--- config.mk ---
export PLATFORM = sky130hd
export DESIGN_NAME = calendar_date_adder
export DESIGN_NICKNAME = d
export VERILOG_FILES = /design/src/cda_pkg.sv /design/src/calendar_date_adder.sv /design/src/cda_ctrl.sv /design/src/cda_dpath.sv
export SDC_FILE = /design/constraint.sdc
export NUM_CORES = 1
export LEC_CHECK = 0
export ABC_AREA = 1
export BUFFER_PORTS_ARGS = -buffer_cell sky130_fd_sc_hd__buf_2
export CORE_ASPECT_RATIO = 1.2
export CORE_UTILIZATION = 50
export DETAILED_ROUTE_END_ITERATION = 8
export GPL_TIMING_DRIVEN = 0
export PLACE_DENSITY_LB_ADDON = 0.25
export SLEW_MARGIN = 10
export SYNTH_ARGS = -nofsm -noshare
export SYNTH_HDL_FRONTEND = slang
export SYNTH_SLANG_ARGS = --single-unit
export TNS_END_PERCENT = 1
--- constraint.sdc ---
create_clock -name clk -period 5.3 [get_ports clk]
set_clock_uncertainty 0.05 [all_clocks]
set_input_delay 1.06 -clock clk [delete_from_list [all_inputs] [get_ports clk]]
set_output_delay 1.06 -clock clk [all_outputs]
set_load 0.01 [all_outputs]
--- src/cda_pkg.sv ---
`default_nettype none
// ----------------------------------------------------------------------------
// cda_pkg
// shared types, constants and the month length table for the calendar date
// adder
// ----------------------------------------------------------------------------
package cda_pkg;

  localparam int unsigned YEAR_W  = 14;
  localparam int unsigned MONTH_W = 4;
  localparam int unsigned DAY_W   = 5;
  localparam int unsigned ADD_W   = 12;

  localparam logic [YEAR_W-1:0]  MAX_YEAR   = 14'd9999;
  localparam logic [YEAR_W-1:0]  RST_YEAR   = 14'd2000;
  localparam logic [MONTH_W-1:0] MONTH_JAN  = 4'd1;
  localparam logic [MONTH_W-1:0] MONTH_FEB  = 4'd2;
  localparam logic [MONTH_W-1:0] MONTH_DEC  = 4'd12;
  localparam logic [DAY_W-1:0]   DAY_FIRST  = 5'd1;
  localparam logic [DAY_W-1:0]   DAY_LAST   = 5'd31;

  // year / 100 as (year * DIV100_MUL) >> DIV100_SHIFT, exact for year <= 9999
  localparam int unsigned        DIV100_SHIFT = 19;
  localparam logic [12:0]        DIV100_MUL   = 13'd5243;
  localparam int unsigned        PROD_W       = YEAR_W + 13;
  localparam int unsigned        REM_W        = 7;
  localparam logic [REM_W-1:0]   REM_TOP      = 7'd99;
  localparam logic [6:0]         HUNDRED      = 7'd100;

  localparam logic [REM_W-1:0]   RST_REM      = 7'd0;
  localparam logic [1:0]         RST_CENT     = 2'd0;

  typedef enum logic [0:0] {
    OP_LOAD = 1'b0,
    OP_ADD  = 1'b1
  } cda_op_t;

  typedef struct packed {
    logic               operation;
    logic [YEAR_W-1:0]  load_year;
    logic [MONTH_W-1:0] load_month;
    logic [DAY_W-1:0]   load_day;
    logic [ADD_W-1:0]   days_to_add;
  } cda_in_t;

  typedef struct packed {
    logic [YEAR_W-1:0]  out_year;
    logic [MONTH_W-1:0] out_month;
    logic [DAY_W-1:0]   out_day;
    logic               year_overflow;
  } cda_out_t;

  typedef enum logic [2:0] {
    S_IDLE,
    S_LD_MUL,
    S_LD_SPLIT,
    S_LD_CLAMP,
    S_ADD,
    S_DONE
  } cda_state_t;

  typedef struct packed {
    logic capture;
    logic ld_mul;
    logic ld_split;
    logic ld_clamp;
    logic add_step;
    logic publish;
  } cda_cmd_t;

  typedef struct packed {
    logic add_done;
  } cda_status_t;

  function automatic logic [DAY_W-1:0] days_in(input logic [MONTH_W-1:0] month,
                                               input logic leap);
    logic [DAY_W-1:0] len;
    unique case (month)
      4'd1:    len = 5'd31;
      4'd2:    len = leap ? 5'd29 : 5'd28;
      4'd3:    len = 5'd31;
      4'd4:    len = 5'd30;
      4'd5:    len = 5'd31;
      4'd6:    len = 5'd30;
      4'd7:    len = 5'd31;
      4'd8:    len = 5'd31;
      4'd9:    len = 5'd30;
      4'd10:   len = 5'd31;
      4'd11:   len = 5'd30;
      4'd12:   len = 5'd31;
      default: len = 5'd31;
    endcase
    return len;
  endfunction

endpackage
`default_nettype wire

--- src/calendar_date_adder.sv ---
`default_nettype none
// ----------------------------------------------------------------------------
// calendar_date_adder
// Gregorian date register with load and add-days items
//
// in_valid/in_stall/in_word carry one item: a load sets year, month and day
// (out-of-range fields are clamped to a valid date), an add advances the date
// by days_to_add days. Every item gives one word on out_valid/out_stall/
// out_word holding the date after it and the year overflow flag.
// A load passes through the multiply, split and clamp steps before the result word.
// An add advances one month boundary per step until the remaining days fit in
// the current month, or the date saturates at 9999-12-31 with the overflow flag.
// One item is worked on at a time; in_stall is high until the result is
// placed in the output register. The next item is taken while that word
// still waits on out_stall; its own result holds until the word is taken.
// Reset sets the date to 2000-01-01 and leaves no word pending.
// ----------------------------------------------------------------------------
module calendar_date_adder (
  input  wire logic             clk,
  input  wire logic             rst_n,
  input  wire logic             in_valid,
  output logic                  in_stall,
  input  wire cda_pkg::cda_in_t in_word,
  output logic                  out_valid,
  input  wire logic             out_stall,
  output cda_pkg::cda_out_t     out_word
);

  cda_pkg::cda_cmd_t    cmd;
  cda_pkg::cda_status_t status;

  cda_ctrl u_ctrl (
    .clk          (clk),
    .rst_n        (rst_n),
    .in_valid     (in_valid),
    .in_stall     (in_stall),
    .in_operation (in_word.operation),
    .out_valid    (out_valid),
    .out_stall    (out_stall),
    .status       (status),
    .cmd          (cmd)
  );

  cda_dpath u_dpath (
    .clk      (clk),
    .rst_n    (rst_n),
    .in_word  (in_word),
    .cmd      (cmd),
    .status   (status),
    .out_word (out_word)
  );

endmodule
`default_nettype wire

--- src/cda_ctrl.sv ---
`default_nettype none
// ----------------------------------------------------------------------------
// cda_ctrl
// sequencer for load and add items, and the result word valid flag
// ----------------------------------------------------------------------------
module cda_ctrl (
  input  wire logic                 clk,
  input  wire logic                 rst_n,
  input  wire logic                 in_valid,
  output logic                      in_stall,
  input  wire logic                 in_operation,
  output logic                      out_valid,
  input  wire logic                 out_stall,
  input  wire cda_pkg::cda_status_t status,
  output cda_pkg::cda_cmd_t         cmd
);

  cda_pkg::cda_state_t state_r;
  cda_pkg::cda_state_t state_nxt;
  logic                out_valid_r;
  logic                out_valid_nxt;
  logic                accept;
  logic                out_free;

  assign accept   = in_valid && (state_r == cda_pkg::S_IDLE);
  assign out_free = !out_valid_r || !out_stall;

  always_comb begin
    state_nxt = state_r;
    unique case (state_r)
      cda_pkg::S_IDLE: begin
        if (in_valid) begin
          if (in_operation == cda_pkg::OP_ADD) begin
            state_nxt = cda_pkg::S_ADD;
          end else begin
            state_nxt = cda_pkg::S_LD_MUL;
          end
        end
      end
      cda_pkg::S_LD_MUL:   state_nxt = cda_pkg::S_LD_SPLIT;
      cda_pkg::S_LD_SPLIT: state_nxt = cda_pkg::S_LD_CLAMP;
      cda_pkg::S_LD_CLAMP: state_nxt = cda_pkg::S_DONE;
      cda_pkg::S_ADD: begin
        if (status.add_done) begin
          state_nxt = cda_pkg::S_DONE;
        end
      end
      cda_pkg::S_DONE: begin
        if (out_free) begin
          state_nxt = cda_pkg::S_IDLE;
        end
      end
      default: state_nxt = cda_pkg::S_IDLE;
    endcase
  end

  always_comb begin
    cmd           = '0;
    in_stall      = (state_r != cda_pkg::S_IDLE);
    out_valid_nxt = out_valid_r && out_stall;
    unique case (state_r)
      cda_pkg::S_IDLE:     cmd.capture  = accept;
      cda_pkg::S_LD_MUL:   cmd.ld_mul   = 1'b1;
      cda_pkg::S_LD_SPLIT: cmd.ld_split = 1'b1;
      cda_pkg::S_LD_CLAMP: cmd.ld_clamp = 1'b1;
      cda_pkg::S_ADD:      cmd.add_step = 1'b1;
      cda_pkg::S_DONE: begin
        if (out_free) begin
          cmd.publish   = 1'b1;
          out_valid_nxt = 1'b1;
        end
      end
      default: cmd = '0;
    endcase
  end

  always_ff @(posedge clk) begin
    if (!rst_n) begin
      state_r     <= cda_pkg::S_IDLE;
      out_valid_r <= 1'b0;
    end else begin
      state_r     <= state_nxt;
      out_valid_r <= out_valid_nxt;
    end
  end

  assign out_valid = out_valid_r;

endmodule
`default_nettype wire

--- src/cda_dpath.sv ---
`default_nettype none
// ----------------------------------------------------------------------------
// cda_dpath
// date registers, leap tracking, one month advance per step, result word
// ----------------------------------------------------------------------------
module cda_dpath (
  input  wire logic              clk,
  input  wire logic              rst_n,
  input  wire cda_pkg::cda_in_t  in_word,
  input  wire cda_pkg::cda_cmd_t cmd,
  output cda_pkg::cda_status_t   status,
  output cda_pkg::cda_out_t      out_word
);

  logic [cda_pkg::YEAR_W-1:0]  cur_year_r;
  logic [cda_pkg::MONTH_W-1:0] cur_month_r;
  logic [cda_pkg::DAY_W-1:0]   cur_day_r;
  logic [cda_pkg::REM_W-1:0]   rem_r;
  logic [1:0]                  cent_r;
  logic                        ovf_r;

  logic [cda_pkg::YEAR_W-1:0]  ld_year_r;
  logic [cda_pkg::MONTH_W-1:0] ld_month_r;
  logic [cda_pkg::DAY_W-1:0]   ld_day_r;
  logic [cda_pkg::ADD_W-1:0]   inc_r;
  logic [cda_pkg::PROD_W-1:0]  prod_r;
  cda_pkg::cda_out_t           out_word_r;

  logic                        leap;
  logic [cda_pkg::DAY_W-1:0]   len;
  logic [cda_pkg::ADD_W:0]     sum;
  logic                        fits;
  logic                        at_end;
  logic [cda_pkg::ADD_W-1:0]   used;
  logic [7:0]                  quot;
  logic [cda_pkg::YEAR_W-1:0]  quot_x100;
  logic [cda_pkg::YEAR_W-1:0]  rem_full;
  logic [cda_pkg::YEAR_W-1:0]  sat_year;
  logic [cda_pkg::MONTH_W-1:0] clamp_month;

  // leap: divisible by 4 and not by 100, or by 400
  assign leap = (cur_year_r[1:0] == 2'd0) && ((rem_r != '0) || (cent_r == 2'd0));
  assign len  = cda_pkg::days_in(cur_month_r, leap);

  assign sum    = {{(cda_pkg::ADD_W + 1 - cda_pkg::DAY_W){1'b0}}, cur_day_r}
                + {1'b0, inc_r};
  assign fits   = sum <= {{(cda_pkg::ADD_W + 1 - cda_pkg::DAY_W){1'b0}}, len};
  assign at_end = (cur_month_r == cda_pkg::MONTH_DEC) && (cur_year_r >= cda_pkg::MAX_YEAR);
  assign used   = {{(cda_pkg::ADD_W - cda_pkg::DAY_W){1'b0}},
                   5'(len - cur_day_r + cda_pkg::DAY_FIRST)};

  assign status.add_done = fits || at_end;

  assign quot      = prod_r[cda_pkg::PROD_W-1 -: 8];
  assign quot_x100 = cda_pkg::YEAR_W'(quot) * cda_pkg::YEAR_W'(cda_pkg::HUNDRED);
  assign rem_full  = ld_year_r - quot_x100;

  assign sat_year = (in_word.load_year > cda_pkg::MAX_YEAR) ? cda_pkg::MAX_YEAR
                                                             : in_word.load_year;
  always_comb begin
    priority if (in_word.load_month == '0) begin
      clamp_month = cda_pkg::MONTH_JAN;
    end else if (in_word.load_month > cda_pkg::MONTH_DEC) begin
      clamp_month = cda_pkg::MONTH_DEC;
    end else begin
      clamp_month = in_word.load_month;
    end
  end

  // item capture and load arithmetic
  always_ff @(posedge clk) begin
    if (cmd.capture) begin
      ld_year_r  <= sat_year;
      ld_month_r <= clamp_month;
      ld_day_r   <= in_word.load_day;
      inc_r      <= in_word.days_to_add;
    end else if (cmd.add_step && !fits) begin
      inc_r <= inc_r - used;
    end
    if (cmd.ld_mul) begin
      prod_r <= cda_pkg::PROD_W'(ld_year_r) * cda_pkg::PROD_W'(cda_pkg::DIV100_MUL);
    end
  end

  // current date
  always_ff @(posedge clk) begin
    if (!rst_n) begin
      cur_year_r  <= cda_pkg::RST_YEAR;
      cur_month_r <= cda_pkg::MONTH_JAN;
      cur_day_r   <= cda_pkg::DAY_FIRST;
      rem_r       <= cda_pkg::RST_REM;
      cent_r      <= cda_pkg::RST_CENT;
      ovf_r       <= 1'b0;
    end else begin
      if (cmd.capture) begin
        ovf_r <= 1'b0;
      end
      if (cmd.ld_split) begin
        cur_year_r  <= ld_year_r;
        cur_month_r <= ld_month_r;
        rem_r       <= rem_full[cda_pkg::REM_W-1:0];
        cent_r      <= quot[1:0];
      end
      if (cmd.ld_clamp) begin
        priority if (ld_day_r == '0) begin
          cur_day_r <= cda_pkg::DAY_FIRST;
        end else if (ld_day_r > len) begin
          cur_day_r <= len;
        end else begin
          cur_day_r <= ld_day_r;
        end
      end
      if (cmd.add_step) begin
        priority if (fits) begin
          cur_day_r <= sum[cda_pkg::DAY_W-1:0];
        end else if (at_end) begin
          cur_year_r  <= cda_pkg::MAX_YEAR;
          cur_month_r <= cda_pkg::MONTH_DEC;
          cur_day_r   <= cda_pkg::DAY_LAST;
          ovf_r       <= 1'b1;
        end else if (cur_month_r == cda_pkg::MONTH_DEC) begin
          cur_day_r   <= cda_pkg::DAY_FIRST;
          cur_month_r <= cda_pkg::MONTH_JAN;
          cur_year_r  <= cur_year_r + 14'd1;
          if (rem_r == cda_pkg::REM_TOP) begin
            rem_r  <= '0;
            cent_r <= cent_r + 2'd1;
          end else begin
            rem_r <= rem_r + 7'd1;
          end
        end else begin
          cur_day_r   <= cda_pkg::DAY_FIRST;
          cur_month_r <= cur_month_r + 4'd1;
        end
      end
    end
  end

  // result word
  always_ff @(posedge clk) begin
    if (cmd.publish) begin
      out_word_r.out_year      <= cur_year_r;
      out_word_r.out_month     <= cur_month_r;
      out_word_r.out_day       <= cur_day_r;
      out_word_r.year_overflow <= ovf_r;
    end
  end

  assign out_word = out_word_r;

endmodule
`default_nettype wire
==> impl_results.md, run 1 <==
* Result of the run: completed
* Overall global routing resource usage at 23.0%
* Crit end category: flip-flop
* R2R Path Start: u_dpath.ld_year_r[5]
* Input/output buffers at 65
* Post-DP HPWL at 17200 µm
* Fin crit share at 93.5%
* Critical-path top delay cell: fa_1
* Synth Area in Compound Gates at 9.70%
* Final Critical Period at 4.95 ns
* Pins Over Slew Limit at 0
* Max-cap violations at 0
* Synthesized Nets at 1318
* Die Wd at 126 µm
* Vias in the first global route at 7119
* Multiplexer area fraction after synthesis at 0.108%
* Synth Area in XOR/XNOR at 3.03%
* Starting density of the core at 50.9%
* Syn_area_per_cell at 8.46 µm²
* Slew HR at 43.8%
* Fmax at 202 MHz
* Row count at 54
* DR vias at 7350
* Layout cells sized above 1 at 11.0%
* Initial antenna violation count at 0
* Final setup TNS at 0 ns
* Clock slew at reported path FFs at 0.08 ns
* Worst path max stage delay at 0.57 ns
* Yosys cell types at 48
* Main combinational cell family by area after synthesis: adder cells
* First-pass GRT wire length at 34200 µm
* Root Driver: clkbuf_16
* Transition time of the tightest slew-check pin at 0.843 ns
* Total die area at 19000 µm²
* Cells along the critical path: inv_1 -> fa_1 -> inv_1 -> ha_1 -> fa_1 -> fa_1 -> inv_1 -> fa_1 -> inv_1 -> ha_1 -> a21oi_1 -> nor2_1 -> a211oi_1 -> o21ai_0 -> a21oi_1 -> o21ai_0 -> nand2_1 -> inv_1 -> nor2_1
* Final hold viol count at 0
* Htree depth at 3
* Detailed Routing Iterations Pass 1 at 4
* Data required time at the worst endpoint at 5.43 ns
* Unrepaired setup endpoints after global routing: no
* Hold Startpoint: u_dpath.cur_month_r[2]
* Nets at 1406
* Post-CTS resize count at 0
* Final core utilization at 56.4%
* Clk buf depth at 2
* Pin count of the biggest net entering global routing at 33
* Yosys warnings at 0
* Setup CP Type: flip-flop to flip-flop
* #FFs+latches synth at 101
* Placer congestion estimate at 0.912
* CP arrival at 5.08 ns
* Number of routed nets with antenna violations at 0
* Post-Synth Adder-Cell Area at 30.4%
* Synth Instances at 1093
* Skew-Pair Late Insertion Delay at 0.36 ns
* Area of the core at 18200 µm²
* Post-Synth Simple-Gate Area at 17.9%
* Layout area overhead at 10.8%
* Cts bufs inserted at 9
* Vias per Instance at 5.21
* Antenna Cells at 0
* Initial DRC count at 528
* # IOs at 66
* Clock sinks at 101
* CP Launch Type: flip-flop
* Final setup vio count at 0
* Die Y-Extent at 151 µm
* DP Area at 9870 µm²
* Sequential fraction of the synthesis area at 28.8%
* Finished Layout Cells at 1410
* Drt total wl at 21000 µm
* Cell mode on critical path: inv_1
* GR Overflow Total at 0
* CP startpoint: u_dpath.ld_year_r[5]
* Final Cell Area at 10200 µm²
* CTS tree: done
* Placed Cells at 1383
* DRC Markers at 0
* CP top delay family: adder cells
* R2R setup slack at 0.35 ns
* Cell Area, Synth at 9250 µm²
* Wirelength per Cell at 14.9 µm
* Worst Hold Class: flip-flop to flip-flop
* Crit Path Max Fanout at 5
* Buf/Inv on CP at 5
[flip-flops by register name (all words and copies together), names as in the netlist]
register             cells
u_dpath.inc_r           12
u_dpath.ld_day_r         5
u_dpath.cur_month_r      4
u_dpath.prod_r           5
u_ctrl.out_valid         1
u_dpath.out_word        24
u_dpath.cur_year_r      14
u_dpath.ld_year_r       14
u_dpath.cur_day_r        5
u_dpath.rem_r            7
u_dpath.ld_month_r       4
u_dpath.ovf_r            1
u_dpath.cent_r           2
u_ctrl.state_r           3
[layout make-up]
class / count / area [µm²]
fill: 1697 / 7930
multi-input combinational: 749 / 5650
sequential: 101 / 2660
inverter: 223 / 837
timing repair buffer: 77 / 423
tap: 224 / 280
clock buffer: 9 / 225
buffer: 20 / 96.3
clock inverter: 7 / 67.6
[final timing paths]
path,to,cells after the start
worst max-delay path,u_dpath.prod_r[21],19
worst min register to register,u_dpath.out_word[8],0
worst max register to register,u_dpath.prod_r[21],19
worst min-delay path,u_dpath.out_word[8],0
[per-stage QoR]
step	hold slack (ns)	setup slack [ns]
2_1_floorplan	0.356	0.843
3_3_place_gp	0.361	0.436
3_5_place_dp	0.364	0.374
4_1_cts	0.382	0.343
5_1_grt	0.396	0.0169
6_report	0.380	0.347
[metal layers]
metal	track usage (%)	share of wire, %
met3	1.98	3.0
met2	42.5	52
met1	27.6	42
met5	0	0
met4	9.58	2.8
[Yosys cell counts, drive strengths merged]
cell     instances  area [µm²]
a2111oi          1        8.76
a211oi           5        42.5
a21boi           1        7.51
a21o             1        7.51
a21oi           59         299
a22oi            1        7.51
a31oi            2        12.5
and2             1        6.26
buf              4        35.0
clkbuf          16        60.1
clkinv           1        3.75
dfxtp           37         741
edfxtp          64        1920
fa              66        1320
ha             119        1490
inv            222         833
mux2i            1        10.0
nand2          191         739
nand3           58         335
nand3b           1        7.51
nand4           16         100
nor2            75         312
nor3             9        45.0
nor3b            2        15.0
nor4             5        31.3
o211ai           9        67.6
o21a             1        7.51
o21ai           75         375
o21bai           2        15.0
o221ai           1        8.76
o22ai            1        6.26
o31ai            3        22.5
o41ai            1        8.76
or2             10        62.6
xnor2           12         105
xor2            20         175
[what timing repair did]
item	CTS	global route
endpoints found under the setup margin	0	1
hold buffers	0	0
buffers inserted	0	11
[worst reg2reg max path, stage by stage (launching register included)]
cell,delay (ns)
edfxtp_1,0.50
inv_1,0.22
fa_1,0.57
inv_1,0.04
ha_1,0.22
fa_1,0.49
fa_1,0.49
inv_1,0.06
fa_1,0.54
inv_1,0.04
ha_1,0.30
a21oi_1,0.13
nor2_1,0.05
a211oi_1,0.22
o21ai_0,0.16
a21oi_1,0.23
o21ai_0,0.15
nand2_1,0.09
inv_1,0.04
nor2_1,0.17
[kinds of logic (layout without fill, tap and decap cells)]
family	Yosys count	count (layout)
mux	1	1
simple gates	368	368
compound gates	163	163
buf+inv	243	336
flops	101	101
fa+ha+maj	185	185
xor+xnor	32	32
[cell usage in the layout, fill, tap and decap left out, types with 2 or more instances in the layout]
cell,Yosys,layout
a211oi_1,4,4
a21oi_1,58,58
a31oi_1,2,2
buf_2,1,66
buf_4,1,12
buf_6,2,2
clkbuf_1,16,15
clkbuf_16,0,9
dfxtp_1,37,37
edfxtp_1,64,64
fa_1,66,66
ha_1,119,119
inv_1,221,221
inv_6,0,3
nand2_1,184,184
nand2_2,6,6
nand3_1,52,52
nand3_2,4,4
nand3_4,2,2
nand4_1,16,16
nor2_1,69,68
nor2_2,3,4
nor2_4,3,3
nor3_1,9,9
nor3b_1,2,2
nor4_1,5,5
o211ai_1,9,9
o21ai_0,70,70
o21ai_1,5,5
o21bai_1,2,2
o31ai_1,3,3
or2_2,10,10
xnor2_1,12,12
xor2_1,20,20
Power of run 1 is left out: the tool's default activity adds up to more than one toggle a clock period on the data nets, which glitch-free logic cannot reach.
==> inputs of run 2 (changes only) <==
--- a/config.mk
+++ b/config.mk
@@ -5,7 +5,6 @@
 export SDC_FILE = /design/constraint.sdc
 export NUM_CORES = 1
 export LEC_CHECK = 0
-export ABC_AREA = 1
 export BUFFER_PORTS_ARGS = -buffer_cell sky130_fd_sc_hd__buf_2
 export CORE_ASPECT_RATIO = 1.2
 export CORE_UTILIZATION = 50
==> impl_results.md, run 2 <==
* Input/output buffers at 65 (unchanged)
* Cells along the critical path: inv_1 -> fa_1 -> inv_1 -> ha_1 -> fa_1 -> ha_1 -> inv_1 -> fa_1 -> inv_1 -> ha_1 -> and4_1 -> a221oi_1 -> o21ai_1 -> a31oi_2 -> a31oi_1 -> or2_2 -> a21oi_1 -> xnor2_1
* First-pass GRT wire length at 31500 µm (-8.0%)
* Final hold viol count at 0 (unchanged)
* Area share of the largest cell type after synthesis at 21.9% (+1.1 points)
* Antenna Cells at 0 (unchanged)
* Sequential fraction of the synthesis area at 30.4% (+1.6 points)
* Final setup vio count at 0 (unchanged)
* Leakage at 4.61 nW
* GR Overflow Total at 0 (unchanged)
* DR vias at 6511 (-11%)
* Worst Hold Class: flip-flop to flip-flop
* Clock slew at reported path FFs at 0.08 ns (about the same)
* Buf/Inv on CP at 4 (-1)
* Max-cap violations at 0 (unchanged)
* Nets at 1216 (-14%)
* Placer congestion estimate at 0.885 (-2.9%)
* Layout area overhead at 13.5%
* Skew-Pair Late Insertion Delay at 0.37 ns (about the same)
* Count leader, synth: inv_1
* Result of the run: completed
* Yosys cell types at 67 (+40%)
* Wirelength per Cell at 15.9 µm (+7.2%)
* Clock sinks at 101 (unchanged)
* Htree depth at 3 (unchanged)
* Row count at 52 (-3.7%)
* Finished Layout Cells at 1212 (-14%)
* CP top delay family: adder cells
* Transition time of the tightest slew-check pin at 1.16 ns (+0.319 ns)
* Vias in the first global route at 6407 (-10%)
* CTS tree: done
* Placed Cells at 1169 (-15%)
* Clk buf depth at 2 (unchanged)
* R2R cell count at 18 (-1)
* Post-synth EDFFs at 64 (unchanged)
* Fin crit share at 96.2% (+2.7 points)
* Cell Area, Synth at 8760 µm² (-5.2%)
* Hold Slack at 0.377 ns (-0.00255 ns)
* WP depth at 18 (-1)
* Most frequent cells in the layout: inv_1, ha_1, buf_2
* Cell mode on critical path: inv_1
* Syn_area_per_cell at 9.89 µm² (+17%)
* Yosys warnings at 0 (unchanged)
* Power Dens Cells at 570 nW/µm²
* Layout cells sized above 1 at 12.7% (+1.6 points)
* Overall global routing resource usage at 22.8% (-0.27 points)
* Synth area leader: edfxtp_1
* DRC Markers at 0 (unchanged)
* Post-DP HPWL at 15200 µm (-11%)
* R2R setup slack at 0.20 ns (-0.14 ns)
* #FFs+latches synth at 101 (unchanged)
* Final setup TNS at 0 ns (unchanged)
* CTS hold repair buffers at 0 (unchanged)
* Top post-synthesis cells by area: edfxtp_1, ha_1, fa_1
* Critical-path top delay cell: fa_1
* Pin count of the biggest net entering global routing at 31 (-6.1%)
* DP Area at 9400 µm² (-4.8%)
* Cts bufs inserted at 9 (unchanged)
* Number of routed nets with antenna violations at 0 (unchanged)
* Area of the core at 17000 µm² (-6.6%)
* Initial DRC count at 406 (-23%)
* Commonest non-fill, non-tap cell in the layout: inv_1
* Crit Path Max Fanout at 6 (+1)
* Synth Instances at 886 (-19%)
* Drt total wl at 19300 µm (-7.8%)
* Async SR Flop Fraction at 0% (unchanged)
* # IOs at 66 (unchanged)
* Die Y-Extent at 147 µm (-2.6%)
* Register area at 2660 µm² (unchanged)
* Fmax at 196 MHz (-2.8%)
* Multi-input gate area at 5410 µm² (-4.4%)
* Final Critical Period at 5.10 ns (+0.144 ns)
* Detailed Routing Iterations Pass 1 at 5 (+1)
* Synth top cells by count: inv_1, ha_1, fa_1, edfxtp_1, nand2_1
* Max IR drop VDD at 0.000442 V
* Most used DFF post-synth: edfxtp_1
* Data required time at the worst endpoint at 5.36 ns (-0.07 ns)
* Max reg flops at 24 (unchanged)
* Pins Over Slew Limit at 0 (unchanged)
* Worst path max stage delay at 0.54 ns (-0.03 ns)
* Total die area at 18100 µm² (-5.1%)
* CP arrival at 5.16 ns (+0.08 ns)
* CP Launch Type: flip-flop
* Hold-critical path depth at 0 (unchanged)
* Setup CP Type: flip-flop to flip-flop
* Synthesized Nets at 1111 (-16%)
* Root Driver: clkbuf_16
* Vias per Instance at 5.37 (+3.1%)
* Initial antenna violation count at 0 (unchanged)
* Crit end category: flip-flop
* # fillers at 1464 (-14%)
* Starting density of the core at 51.6% (+0.73 points)
* Final Cell Area at 9940 µm² (-2.9%)
* Slew HR at 21.8% (-22 points)
* Die Wd at 123 µm (-2.6%)
-- run 2: path summary, 6_finish.rpt --
kind | from | end
worst min-delay path | u_dpath.cur_year_r[4] | u_dpath.out_word[14]
worst max register to register | u_dpath.ld_year_r[0] | u_dpath.prod_r[20]
worst min register to register | u_dpath.cur_year_r[4] | u_dpath.out_word[14]
worst max-delay path | u_dpath.ld_year_r[0] | u_dpath.prod_r[20]
-- run 2: area by class of cell --
cell class | count | area share [%]
clock inverters | 5 | 0.642
multi-input cells | 600 | 54.4
repair buffers | 94 | 5.75
inverters | 154 | 5.81
flip-flops and latches | 101 | 26.8
plain buffers | 31 | 1.27
clock buffers | 11 | 2.65
well taps | 216 | 2.72
-- run 2: kinds of logic after synthesis --
| family | count (synthesis) | synth area share (%) |
|---|---|---|
| compound gates | 167 | 13.1 |
| simple gates | 201 | 11.7 |
| mux | 5 | 0.571 |
| xor+xnor | 42 | 4.20 |
| buf+inv | 185 | 8.02 |
| fa+ha+maj | 185 | 32.1 |
| flops | 101 | 30.4 |
-- run 2: power breakdown --
group	internal (W)	switching (W)	total, W
clock	0.000413	0.000322	0.000734
combinational	0.00168	0.00209	0.00377
sequential	0.00104	0.000126	0.00117
-- run 2: what timing repair did --
item                       in CTS  in global routing
resized for setup               1                  1
buffers inserted                4                 23
pin swaps                       0                  1
setup endpoints to repair       3                  2
-- run 2: metal layers --
metal,wire length (µm),GRT usage [%]
met5,0,0
met4,411,8.23
met3,625,2.02
met2,9510,38.7
met1,8790,30.0
-- run 2: metrics by stage --
stage	util (%)	power, W	setup slack [ns]
after floorplan	-	0.00399	0.538
after global placement	55.1	0.00481	-0.142
after detailed placement	55.3	0.00489	-0.151
after CTS	57.5	0.00569	0.0311
after global routing	58.6	0.00632	-0.00990
final	58.6	0.00567	0.203
Power figures use the tool's default switching activity.
==> inputs of run 3 (changes only) <==
==> constraint.sdc (replaced) <==
create_clock -name clk -period 6.4 [get_ports clk]
set_clock_uncertainty 0.05 [all_clocks]
set_input_delay 1.28 -clock clk [delete_from_list [all_inputs] [get_ports clk]]
set_output_delay 1.28 -clock clk [all_outputs]
set_load 0.01 [all_outputs]
==> impl_results.md, run 3 (synthesized netlist as in run 2, its figures left out) <==
* Crit end category: flip-flop
* Vias in the first global route at 6377 (-0.47%)
* Layout cells sized above 1 at 10.1% (-2.5 points)
* GR Overflow Total at 0 (unchanged)
* Area of the core at 17000 µm² (unchanged)
* Internal power at 0.00256 W (-18%)
* Initial DRC count at 449 (+11%)
* Fin crit share at 84.5% (-12 points)
* Initial antenna violation count at 0 (unchanged)
* Final Critical Period at 5.41 ns (+0.311 ns)
* Pins Over Slew Limit at 0 (unchanged)
* Setup ws final at 0.991 ns (+0.789 ns)
* Unrepaired setup endpoints after global routing: no
* Root Driver: clkbuf_16
* Row count at 52 (unchanged)
* Clock sinks at 101 (unchanged)
* Htree depth at 3 (unchanged)
* Sequential Power Share at 21.2% (+0.6 points)
* Skew-Pair Late Insertion Delay at 0.37 ns (about the same)
* Overall global routing resource usage at 22.6% (-0.17 points)
* Leakage at 4.48 nW (-2.9%)
* Nets at 1189 (-2.2%)
* Cts bufs inserted at 9 (unchanged)
* # IOs at 66 (unchanged)
* Post-CTS resize count at 0 (-1)
* Die Y-Extent at 147 µm (unchanged)
* First-pass GRT wire length at 31300 µm (-0.53%)
* Clock slew at reported path FFs at 0.08 ns (about the same)
* Dpl ws at 0.949 ns (+1.10 ns)
* Finished Layout Cells at 1185 (-2.2%)
* Slew HR at 21.3% (-0.51 points)
* Placed Cells at 1169 (unchanged)
* Max reg flops at 24 (unchanged)
* Combinational power share at 65.7% (-0.8 points)
* CTS tree: done
* Die Wd at 123 µm (unchanged)
* Final setup vio count at 0 (unchanged)
* Drt total wl at 19100 µm (-1.4%)
* Setup bufs post-CTS at 0 (-4)
* Worst Hold Class: flip-flop to flip-flop
* Data required time at the worst endpoint at 6.46 ns (+1.10 ns)
* CP arrival at 5.47 ns (+0.31 ns)
* Number of routed nets with antenna violations at 0 (unchanged)
* # fillers at 1505 (+2.8%)
* Clk pwr share at 13.1% (about the same)
* Total die area at 18100 µm² (unchanged)
* Result of the run: completed
* Power Dens Cells at 476 nW/µm² (-16%)
* DR vias at 6401 (-1.7%)
* Layout area overhead at 11.0%
* Placer congestion estimate at 0.885 (unchanged)
* Antenna Cells at 0 (unchanged)
* Clk buf depth at 2 (unchanged)
* Switching share of power at 44.8% (about the same)
* Final hold viol count at 0 (unchanged)
* Pin count of the biggest net entering global routing at 31 (unchanged)
* DP Area at 9400 µm² (unchanged)
* Max IR drop VDD at 0.000375 V (-15%)
* Tot Pwr at 0.00463 W (-18%)
* Crit Path Max Fanout at 7 (+1)
* Post-DP HPWL at 15200 µm (unchanged)
* Vias per Instance at 5.40 (+0.55%)
* Most frequent cells in the layout: inv_1, ha_1, buf_2
* Input/output buffers at 65 (unchanged)
* Transition time of the tightest slew-check pin at 1.17 ns (+0.00765 ns)
* Commonest non-fill, non-tap cell in the layout: inv_1
* Setup CP Type: flip-flop to flip-flop
* Wirelength per Cell at 16.1 µm (+0.87%)
* Final setup TNS at 0 ns (unchanged)
* Max-cap violations at 0 (unchanged)
* CTS hold repair buffers at 0 (unchanged)
* Psw at 0.00207 W (-18%)
* CP Launch Type: flip-flop
* Fmax at 185 MHz (-5.8%)
* DRC Markers at 0 (unchanged)
* Starting density of the core at 51.6% (unchanged)
* Final Cell Area at 9720 µm² (-2.2%)
* Detailed Routing Iterations Pass 1 at 5 (unchanged)
[run 3: power by group through the flow]
stage | registers [W] | logic (W) | clock network, W
4_1_cts | 0.000981 | 0.00309 | 0.000615
2_1_floorplan | 0.000954 | 0.00235 | 0
5_1_grt | 0.000995 | 0.00354 | 0.000635
6_report | 0.000981 | 0.00304 | 0.000607
3_5_place_dp | 0.000995 | 0.00306 | 0
3_3_place_gp | 0.000994 | 0.00299 | 0
[run 3: final cells by class]
| class | instances | area (µm²) | share of cell area (%) |
|---|---|---|---|
| Buffer | 31 | 126 | 1.30 |
| Clock buffer | 11 | 264 | 2.72 |
| Clock inverter | 5 | 63.8 | 0.656 |
| Inverter | 154 | 578 | 5.95 |
| Multi-Input combinational cell | 600 | 5400 | 55.6 |
| Sequential cell | 101 | 2660 | 27.4 |
| Tap cell | 216 | 270 | 2.78 |
| Timing Repair Buffer | 67 | 357 | 3.67 |
[run 3: final timing paths]
kind                                       startpoint                   end  slack (ns)  depth (start not counted)
worst max-delay path             u_dpath.ld_year_r[6]    u_dpath.prod_r[20]        0.99                         16
worst min-delay path            u_dpath.cur_year_r[4]  u_dpath.out_word[14]        0.38                          0
worst max register to register   u_dpath.ld_year_r[6]    u_dpath.prod_r[20]        0.99                         16
worst min register to register  u_dpath.cur_year_r[4]  u_dpath.out_word[14]        0.38                          0
[run 3: critical path, stage by stage, from the launching register on]
cell,delay (ns)
edfxtp_1,0.62
ha_1,0.42
fa_1,0.56
fa_1,0.43
ha_1,0.29
inv_1,0.05
fa_1,0.53
inv_1,0.05
ha_1,0.29
and4_1,0.19
a221oi_1,0.35
o21ai_0,0.21
a31oi_1,0.41
a31oi_1,0.14
or2_2,0.31
a21oi_1,0.18
xnor2_1,0.08
[run 3: per-layer routing]
layer / vias to the layer above / share of wire (%) / global-route usage, %
li1: 3194 / - / -
met1: 3065 / 46 / 29.9
met4: 0 / 2.0 / 8.23
met3: 21 / 3.0 / 2.02
met2: 121 / 49 / 38.2
met5: - / 0 / 0
[run 3: stage by stage]
step,hold WS (ns),util [%]
2_1_floorplan,0.356,-
3_3_place_gp,0.360,55.1
3_5_place_dp,0.363,55.3
4_1_cts,0.380,57.3
5_1_grt,0.392,57.3
6_report,0.377,57.3
